--- config.mk ---
export PLATFORM = sky130hd
export DESIGN_NAME = sorted_timer_queue
export DESIGN_NICKNAME = d
export VERILOG_FILES = /design/src/stq_pkg.sv /design/src/stq_list.sv /design/src/stq_slots.sv /design/src/sorted_timer_queue.sv
export SDC_FILE = /design/constraint.sdc
export NUM_CORES = 2
export LEC_CHECK = 0
export BUFFER_PORTS_ARGS = -buffer_cell sky130_fd_sc_hd__buf_4
export CAP_MARGIN = 20
export CORE_AREA = 3 3 306 308
export CTS_CLUSTER_DIAMETER = 120
export CTS_CLUSTER_SIZE = 20
export DETAILED_ROUTE_END_ITERATION = 8
export DIE_AREA = 0 0 309 311
export HOLD_SLACK_MARGIN = 0.15
export PLACE_DENSITY = 0.77
export SYNTH_ARGS = -nofsm -noshare
export SYNTH_HDL_FRONTEND = slang
export SYNTH_SLANG_ARGS = --single-unit
--- constraint.sdc ---
create_clock -name clk -period 12.5 [get_ports clk]
set_clock_uncertainty 0.2 [all_clocks]
set_input_delay 0 -clock clk [delete_from_list [all_inputs] [get_ports clk]]
set_output_delay 0 -clock clk [all_outputs]
set_load 0.01 [all_outputs]
--- src/stq_pkg.sv ---
// ----------------------------------------------------------------------------
// stq_pkg: shared types and constants for the sorted timer queue
// Slot count, derived widths, item structs, command structs and the sequencer
// state encoding used by the list, slot store and top level.
// ----------------------------------------------------------------------------
`default_nettype none

package stq_pkg;

	// Number of timer slots and derived widths
	localparam int NUM_TIMERS = 16;
	localparam int SLOT_W     = (NUM_TIMERS > 1) ? $clog2(NUM_TIMERS) : 1;
	localparam int CNT_W      = $clog2(NUM_TIMERS + 1);
	localparam int ID_W       = 4;
	localparam int KIND_W     = 2;
	localparam int DUR_W      = 32;
	localparam int TIME_W     = 64;

	// Operation codes carried in the kind field
	localparam logic [KIND_W-1:0] KIND_START  = 2'd0;
	localparam logic [KIND_W-1:0] KIND_CANCEL = 2'd1;
	localparam logic [KIND_W-1:0] KIND_TICK   = 2'd2;

	typedef struct packed {
		logic [KIND_W-1:0] kind;
		logic [ID_W-1:0]   timer_id;
		logic [DUR_W-1:0]  duration_ms;
		logic [TIME_W-1:0] now_ticks;
	} in_item_t;

	typedef struct packed {
		logic [ID_W-1:0] expired_id;
		logic            last_expiry;
	} out_item_t;

	// Order list operations
	typedef enum logic [1:0] {
		LST_NOP,
		LST_REMOVE,
		LST_INSERT
	} list_op_t;

	typedef struct packed {
		list_op_t          op;
		logic [SLOT_W-1:0] pos;
		logic [SLOT_W-1:0] id;
	} list_cmd_t;

	// Slot store writes
	typedef struct packed {
		logic              dl_we;
		logic              act_set;
		logic              act_clr;
		logic [SLOT_W-1:0] slot;
		logic [TIME_W-1:0] deadline;
	} slot_cmd_t;

	// Sequencer states
	typedef enum logic [2:0] {
		ST_IDLE,
		ST_DROP,
		ST_INSERT,
		ST_TICK
	} state_t;

endpackage

`default_nettype wire

--- src/stq_list.sv ---
// ----------------------------------------------------------------------------
// stq_list: deadline-ordered list of active timer ids
// Holds the ids in list order plus a fill count; removes or inserts one entry
// per cycle by shifting the tail, and reads one entry at a chosen position.
// ----------------------------------------------------------------------------
`default_nettype none

module stq_list (
	input  wire                       clk,
	input  wire                       arst_n,
	input  stq_pkg::list_cmd_t        cmd,
	input  wire  [stq_pkg::SLOT_W-1:0] rd_pos,
	output logic [stq_pkg::SLOT_W-1:0] rd_id,
	output logic [stq_pkg::CNT_W-1:0]  count
);
	import stq_pkg::*;

	logic [SLOT_W-1:0] entry_q [NUM_TIMERS];
	logic [CNT_W-1:0]  count_q;

	// Fill count
	always_ff @(posedge clk or negedge arst_n) begin
		if (!arst_n) begin
			count_q <= '0;
		end else begin
			case (cmd.op)
				LST_REMOVE: count_q <= count_q - CNT_W'(1);
				LST_INSERT: count_q <= count_q + CNT_W'(1);
				default:    count_q <= count_q;
			endcase
		end
	end

	// Entries: shift tail down on remove, up on insert
	always_ff @(posedge clk) begin
		case (cmd.op)
			LST_REMOVE: begin
				for (int i = 0; i < NUM_TIMERS - 1; i++) begin
					if (i >= int'(cmd.pos)) begin
						entry_q[i] <= entry_q[i+1];
					end
				end
			end
			LST_INSERT: begin
				for (int i = 1; i < NUM_TIMERS; i++) begin
					if (i > int'(cmd.pos)) begin
						entry_q[i] <= entry_q[i-1];
					end
				end
				entry_q[cmd.pos] <= cmd.id;
			end
			default: ;
		endcase
	end

	assign rd_id = entry_q[rd_pos];
	assign count = count_q;

endmodule

`default_nettype wire

--- src/stq_slots.sv ---
// ----------------------------------------------------------------------------
// stq_slots: per-slot deadline and active flag store
// Deadlines are written on insertion only; active flags reset to zero.
// One deadline read and one flag read per cycle.
// ----------------------------------------------------------------------------
`default_nettype none

module stq_slots (
	input  wire                        clk,
	input  wire                        arst_n,
	input  stq_pkg::slot_cmd_t         cmd,
	input  wire  [stq_pkg::SLOT_W-1:0] rd_slot,
	output logic [stq_pkg::TIME_W-1:0] rd_deadline,
	input  wire  [stq_pkg::SLOT_W-1:0] chk_slot,
	output logic                       chk_active
);
	import stq_pkg::*;

	logic [TIME_W-1:0]     deadline_q [NUM_TIMERS];
	logic [NUM_TIMERS-1:0] active_q;

	// Active flags
	always_ff @(posedge clk or negedge arst_n) begin
		if (!arst_n) begin
			active_q <= '0;
		end else if (cmd.act_set) begin
			active_q[cmd.slot] <= 1'b1;
		end else if (cmd.act_clr) begin
			active_q[cmd.slot] <= 1'b0;
		end
	end

	// Deadlines
	always_ff @(posedge clk) begin
		if (cmd.dl_we) begin
			deadline_q[cmd.slot] <= cmd.deadline;
		end
	end

	assign rd_deadline = deadline_q[rd_slot];
	assign chk_active  = active_q[chk_slot];

endmodule

`default_nettype wire

--- src/sorted_timer_queue.sv ---
// ----------------------------------------------------------------------------
// sorted_timer_queue: deadline-sorted timer queue
// Starts, cancels and ticks timers kept in a list sorted by deadline; a tick
// drains every expired timer from the list head, one result item each.
// ----------------------------------------------------------------------------
//
//  channel | signals                       | carries
//  --------+-------------------------------+-------------------------------
//  in      | in_valid, in_ready, in_item   | kind, timer_id, duration, now
//  out     | out_valid, out_ready, out_item| expired_id, last_expiry
//
// One item at a time; in_ready is high only while the sequencer is idle.
// Start: accept, then walk up to N entries to find and unlink an active timer,
// then deadline compares over up to N entries to find the insert point (N slots).
// Tick: remove each expired timer from the list head, then see the first live
// head; all steps share one 64-bit compare. Results leave through an output
// register, so a stalled out_ready only holds the tick drain. Reset clears the
// active flags, list count, state, hold valid and output valid; no clearing pass is needed.
`default_nettype none

module sorted_timer_queue (
	input  wire                  clk,
	input  wire                  arst_n,
	input  wire                  in_valid,
	output logic                 in_ready,
	input  stq_pkg::in_item_t    in_item,
	output logic                 out_valid,
	input  wire                  out_ready,
	output stq_pkg::out_item_t   out_item
);
	import stq_pkg::*;

	state_t            state_q, state_d;
	logic [CNT_W-1:0]  pos_q, pos_d;
	logic [SLOT_W-1:0] id_q, id_d;
	logic              start_q, start_d;
	logic [TIME_W-1:0] key_q, key_d;
	logic [SLOT_W-1:0] hold_q, hold_d;
	logic              hold_vld_q, hold_vld_d;
	logic              out_valid_q, out_valid_d;
	out_item_t         out_q, out_d;

	list_cmd_t         lst_cmd;
	slot_cmd_t         slot_cmd;
	logic [SLOT_W-1:0] lst_rd_id;
	logic [CNT_W-1:0]  lst_count;
	logic [TIME_W-1:0] rd_deadline;
	logic              chk_active;

	logic              le;
	logic              listed;
	logic              in_range;
	logic              out_free;
	logic              expired;

	stq_list u_list (
		.clk    (clk),
		.arst_n (arst_n),
		.cmd    (lst_cmd),
		.rd_pos (pos_q[SLOT_W-1:0]),
		.rd_id  (lst_rd_id),
		.count  (lst_count)
	);

	stq_slots u_slots (
		.clk         (clk),
		.arst_n      (arst_n),
		.cmd         (slot_cmd),
		.rd_slot     (lst_rd_id),
		.rd_deadline (rd_deadline),
		.chk_slot    (SLOT_W'(in_item.timer_id)),
		.chk_active  (chk_active)
	);

	// Shared compare: listed deadline against the key (new deadline or now)
	assign le       = rd_deadline <= key_q;
	assign listed   = pos_q < lst_count;
	assign in_range = int'(in_item.timer_id) < NUM_TIMERS;
	assign out_free = !out_valid_q || out_ready;
	assign expired  = listed && le;

	// State and datapath registers
	always_ff @(posedge clk or negedge arst_n) begin
		if (!arst_n) begin
			state_q     <= ST_IDLE;
			hold_vld_q  <= 1'b0;
			out_valid_q <= 1'b0;
		end else begin
			state_q     <= state_d;
			hold_vld_q  <= hold_vld_d;
			out_valid_q <= out_valid_d;
		end
	end

	always_ff @(posedge clk) begin
		pos_q   <= pos_d;
		id_q    <= id_d;
		start_q <= start_d;
		key_q   <= key_d;
		hold_q  <= hold_d;
		out_q   <= out_d;
	end

	// Sequencer
	always_comb begin
		state_d     = state_q;
		pos_d       = pos_q;
		id_d        = id_q;
		start_d     = start_q;
		key_d       = key_q;
		hold_d      = hold_q;
		hold_vld_d  = hold_vld_q;
		out_valid_d = out_valid_q && !out_ready;
		out_d       = out_q;
		lst_cmd     = '{op: LST_NOP, pos: '0, id: '0};
		slot_cmd    = '{dl_we: 1'b0, act_set: 1'b0, act_clr: 1'b0, slot: '0, deadline: '0};
		in_ready    = 1'b0;

		case (state_q)
			ST_IDLE: begin
				in_ready = 1'b1;
				if (in_valid) begin
					id_d    = SLOT_W'(in_item.timer_id);
					pos_d   = '0;
					start_d = in_item.kind == KIND_START;
					key_d   = (in_item.kind == KIND_START)
						? in_item.now_ticks + TIME_W'(in_item.duration_ms)
						: in_item.now_ticks;
					if ((in_item.kind == KIND_START || in_item.kind == KIND_CANCEL)
						&& in_range) begin
						if (chk_active) begin
							state_d = ST_DROP;
						end else if (in_item.kind == KIND_START) begin
							state_d = ST_INSERT;
						end
					end else if (in_item.kind == KIND_TICK) begin
						state_d = ST_TICK;
					end
				end
			end

			// Walk the list to unlink the addressed timer
			ST_DROP: begin
				if (lst_rd_id == id_q) begin
					lst_cmd          = '{op: LST_REMOVE, pos: pos_q[SLOT_W-1:0], id: id_q};
					slot_cmd.act_clr = 1'b1;
					slot_cmd.slot    = id_q;
					pos_d            = '0;
					state_d          = start_q ? ST_INSERT : ST_IDLE;
				end else begin
					pos_d = pos_q + CNT_W'(1);
				end
			end

			// Skip entries due at or before the new deadline, then link it in
			ST_INSERT: begin
				if (expired) begin
					pos_d = pos_q + CNT_W'(1);
				end else begin
					lst_cmd           = '{op: LST_INSERT, pos: pos_q[SLOT_W-1:0], id: id_q};
					slot_cmd.dl_we    = 1'b1;
					slot_cmd.act_set  = 1'b1;
					slot_cmd.slot     = id_q;
					slot_cmd.deadline = key_q;
					state_d           = ST_IDLE;
				end
			end

			// Drain expired heads; one held back until the next head is known
			ST_TICK: begin
				if (hold_vld_q) begin
					if (out_free) begin
						out_valid_d = 1'b1;
						out_d       = '{expired_id: ID_W'(hold_q), last_expiry: !expired};
						if (expired) begin
							hold_d           = lst_rd_id;
							lst_cmd          = '{op: LST_REMOVE, pos: '0, id: lst_rd_id};
							slot_cmd.act_clr = 1'b1;
							slot_cmd.slot    = lst_rd_id;
						end else begin
							hold_vld_d = 1'b0;
							state_d    = ST_IDLE;
						end
					end
				end else if (expired) begin
					hold_d           = lst_rd_id;
					hold_vld_d       = 1'b1;
					lst_cmd          = '{op: LST_REMOVE, pos: '0, id: lst_rd_id};
					slot_cmd.act_clr = 1'b1;
					slot_cmd.slot    = lst_rd_id;
				end else begin
					state_d = ST_IDLE;
				end
			end

			default: begin
				state_d = ST_IDLE;
			end
		endcase
	end

	assign out_valid = out_valid_q;
	assign out_item  = out_q;

endmodule

`default_nettype wire
# == Yosys cells after proc, flatten, opt, wreduce, memory -nomap -nowiden ==
# Memory sizes are Yosys's and may differ from the RTL's. A register that Yosys moved wholly into a read port is not among the register bits.
# Cells that the tools add are included.
# classes
n_bitwise,17
magnitude_cmp,35
n_reduce_logical,19
mux,161
n_shift,0
div,0
mul,0
add_sub_neg,4
eq_ne,15
# op_table
operator,count
two-way mux 64 bit,2
two-way mux 1 bit,104
two-way mux 4 bit,20
two-way mux 68 bit,1
adder 64 x 32 -> 64 bit,1
less-or-equal comparator 64 bit,1
two-way mux 5 bit,7
greater-than comparator 4 bit (first input constant),8
two-way mux 16 bit,2
case mux 10 bit (3 select lines),1
>= comparator 4 bit (first input constant),7
two-way mux 3 bit,9
two-way mux 9 bit,3
two-way mux 10 bit,2
bitwise AND 16 bit,1
>= comparator 3 x 4 -> 1 bit (first input constant),4
greater-than comparator 3 x 4 -> 1 bit (first input constant),4
NOT 16 bit,1
bitwise OR 16 bit,1
case mux 5 bit (3 select lines),1
bitwise OR 1 bit,14
case mux 3 bit (4 select lines),1
case mux 4 bit (3 select lines),1
adder 5 x 1 -> 5 bit (second input constant),2
33 further kinds,53
# totals
output_inout_bits,7
word_cells,265
reg_bits,109
romBits,0
mem_bits_rw,1088
latchBits,0
n_memories,2
# mem_list
memory,words,word_bits,read_ports,rd_clocked_by_memory_dff,wr,line,source
u_slots.deadline_q,16,64,1,0,1,stq_slots.sv:19,logic [TIME_W-1:0] deadline_q [NUM_TIMERS];
u_list.entry_q,16,4,17,1,16,stq_list.sv:18,logic [SLOT_W-1:0] entry_q [NUM_TIMERS];

# == Longest topological paths before layout ==
# An unclocked memory read counts as a cell.
# depth
word_depth,15
ltp_mapped,31
ltp_nobuf,25

# == Cells and area by module ==
# From an unflattened synthesis, not the netlist that was laid out.
# hier_totals
hier_cells,2963
hier_area_um2,51519.4
# modules_own_cells
module,seq_area_each_um2,area_per_inst_um2,n_inst,cells_each
stq_slots,31149.9,39071.2,1,1656
sorted_timer_queue,2592.5,7996.4,1,895
stq_list,2047.0,4451.8,1,412

# == Worst setup path before layout ==
# Ideal clock, no wire load.
# synth_path
path_type,register -> register
start,register (tool-made name)
end,memory u_slots.deadline_q[5][0] (enable)
required_time_ns,11.656
period_less_slack_ns,12.477
path_slack_ns,0.023
stages_incl_launch_ff,25
t_arrival_ns,11.633
cell_sequence,dfxtp_1 buf_2 buf_6 mux4_2 mux2i_1 mux2i_1 buf_2 buf_1 buf_2 buf_2 mux4_2 nand2_1 a31oi_1 ha_1 and3_1 a221o_1 a22o_1 o41a_1 a2111oi_4 a21oi_1 buf_6 nor3_4 a22o_1 nand2_1 nor4_1
# synth_rtl
item,line
to (decl),stq_slots.sv:19

==> flow_summary_export.csv <==
group,metric,value,unit
die,die_y,311,µm
clocking,htreeDepth,3,
sta,slew_headroom,23.3,%
sta,worst_slew_pin_slew,1150,ps
final_layout,utilization,63.9,%
setup_path,startpoint_type,"flip-flop",
final_layout,multi_input_area,15100,µm²
final_layout,nets,3592,
route,first_pass_iters,5,
clocking,cts_tree,"built",
sta,rsz0062_at_grt,"no",
setup_path,cp.arrival,10070,ps
clocking,post_cts_resize_count,0,
run,drv_cap,0,
final_layout,filler_cell_count,6122,
route,vias_per_cell,6.55,
setup_path,cp_max_fo,54,
global_routing,antenna_found_initial,1,
yosys,synth_edf_count,1171,
min_path,hp-class,"flip-flop to flip-flop",
final_layout,diodes,0,
setup_path,end_kind,"flip-flop",
setup_path,path_class,"flip-flop to flip-flop",
yosys,synth_cells,3070,
final_layout,layout.cells.most_common,"edfxtp_1",
sta,clock.fmax,99.6,MHz
clocking,clk_latency,640,ps
clocking,cts_made_buffers,69,
clocking,clock_sinks,1200,
route,post_drt_wl_per_cell,28.1,µm
route,wl_met2,64700,µm
yosys,ys.flop_type,"edfxtp_1",
sta,fin_crit_sh,80.3,%
placement,dp_hpwl,73600,µm
die,dieArea,96100,µm²
final_layout,area_growth,12.7,%
route,vias,30000,
final_layout,final_cell_mix,"edfxtp_1, mux4_2, nand2_1",
yosys,syn_area_per_cell,16.9,µm²
sta,setup_violations,0,
setup_path,required,12530,ps
die,row_count,111,
yosys,synth_warnings,0,
final_layout,regArea,35900,µm²
yosys,synth_nets,3288,
die,start_util,56.7,%
die,core_area,91400,µm²
sta,min_period,10040,ps
clocking,cts_root_buf,"clkbuf_16",
clocking,postCtsSetupBuffers,0,
yosys,ys_seq_area_share,69.2,%
route,ant_nets,0,
final_layout,layout-drive-gt1-share,17.4,%
yosys,synth_area,51900,µm²
sta,drv_slew,0,
route,drt-total-wl,128000,µm
global_routing,grt_pass1_vias,30800,
global_routing,grt.overflow.total,0,
route,top_layer,"met4",
sta,final.setup.tns,0,ps
die,io_pins,113,
route,met1Wirelength,49300,µm
global_routing,grt_max_degree,136,
route,drc,0,
route,route.met3.wl,9550,µm
clocking,holdBufCountCts,207,
clocking,clkTransAtPathRegs,100,ps
placement,gp_congestion,0.918,
yosys,synth_cell_types,81,
route,drtIter0Drc,3765,
global_routing,grt_pass1_wl,195000,µm
sta,hold_viol,0,
die,dieWidth,309,µm
placement,port_buffers,112,
yosys,synth_seq_cells,1200,
yosys,synth_async_sr_flop_share,2.08,%
global_routing,grt_util_all_layers,27.0,%
clocking,cts_buffer_depth,3,
outcome,status,"finished clean",
[final cells by class]
type,count,area share (%)
clock buffers,83,3.23
clock inverters,2,0.0621
inverters,100,0.647
multi-input cells,1615,25.9
flip-flops and latches,1200,61.4
well taps,1186,2.54
repair buffers,388,6.23
[path summary, 6_finish.rpt]
check / cells after the start / from / slack, ps / end
min: 0 / hold_q[2] / 230 / out_item[3]
max in group asynchronous: 5 / arst_n / 11220 / asynchronous set/reset pin
max: 20 / flip-flop / 2460 / u_slots.deadline_q[6][59]
max reg2reg: 20 / flip-flop / 2460 / u_slots.deadline_q[6][59]
min in group asynchronous: 5 / arst_n / 710 / u_list.count[0]
min reg2reg: 0 / hold_q[2] / 230 / out_item[3]
[flip-flops by register name, summed over array words and instances, names as in the netlist, named ones only]
register,cells
hold_q,4
hold_vld_q,1
id_q,4
key_q,64
out_item,5
out_valid,1
pos_q,5
start_q,1
state_q,2
u_list.count,5
u_list.entry_q,64
u_slots.deadline_q,1024
[Yosys cell counts (8+ instances only)]
library cell     n  area share [%]
edfxtp_1      1171              68
mux4_2         278              12
nand2_1        245             1.8
nor2_1         159             1.2
ha_1           110             2.7
clkbuf_1        99            0.72
inv_1           98            0.71
o21ai_0         91            0.88
a21oi_1         80            0.77
a211oi_1        72             1.0
and2_1          71            0.86
a31oi_1         69            0.83
mux2i_1         67             1.3
xor2_1          40            0.68
xnor2_1         34            0.57
a21o_1          30            0.43
buf_1           28            0.20
dfrtp_1         25             1.2
buf_2           24            0.23
nand4_1         23            0.28
nand3_1         22            0.21
nor3_1          22            0.21
and3_1          15            0.18
nor4_1          14            0.17
o22ai_1         12            0.14
nand2b_1        11            0.13
o41ai_1         11            0.19
mux2_2           8            0.17
o211ai_1         8            0.12
o31ai_1          8            0.12
[stage by stage]
step / hold slack (ps) / setup WS [ps] / cell area (µm²) / cells
2_1_floorplan: -496 / 22.5 / 51900 / 3070
3_3_place_gp: -278 / 2840 / 54200 / 4271
3_5_place_dp: -273 / 2660 / 54200 / 4271
4_1_cts: 155 / 2530 / 58200 / 4563
5_1_grt: 234 / 2050 / 58400 / 4574
6_report: 232 / 2460 / 58400 / 4574
[cell families (layout without fill, tap and decap cells)]
kind of cell | after synthesis | in the layout | synth area share (%)
AO/OA/AOI/OAI | 452 | 452 | 5.73
buffers and inverters | 255 | 573 | 1.95
flip-flops | 1200 | 1200 | 69.2
multiplexers | 354 | 354 | 13.6
AND/OR/NAND/NOR | 623 | 623 | 5.59
adder cells (fa/ha/maj) | 112 | 112 | 2.73
XOR/XNOR | 74 | 74 | 1.25
[critical path, stage by stage (launching register included)]
cell	delay, ps
dfxtp_1	920
mux4_2	620
mux4_4	1040
buf_4	430
mux4_2	360
and2_1	180
a211oi_1	220
a31oi_1	120
ha_1	390
nand4_1	260
nor4_1	530
and3_1	310
and4_1	360
nor4b_1	610
a21oi_1	100
buf_4	220
nor3_4	300
a22o_1	650
nand2b_1	460
nor4_2	320
buf_4	890
[per-layer routing]
layer / global-route usage [%] / vias up
li1: - / 12700
met1: 37.7 / 15400
met2: 44.5 / 1569
met3: 3.03 / 274
met4: 9.96 / 0
met5: 0 / -
Power is not shown: default switching activity piles up to over one toggle a cycle in this logic, so the estimate is an artifact.
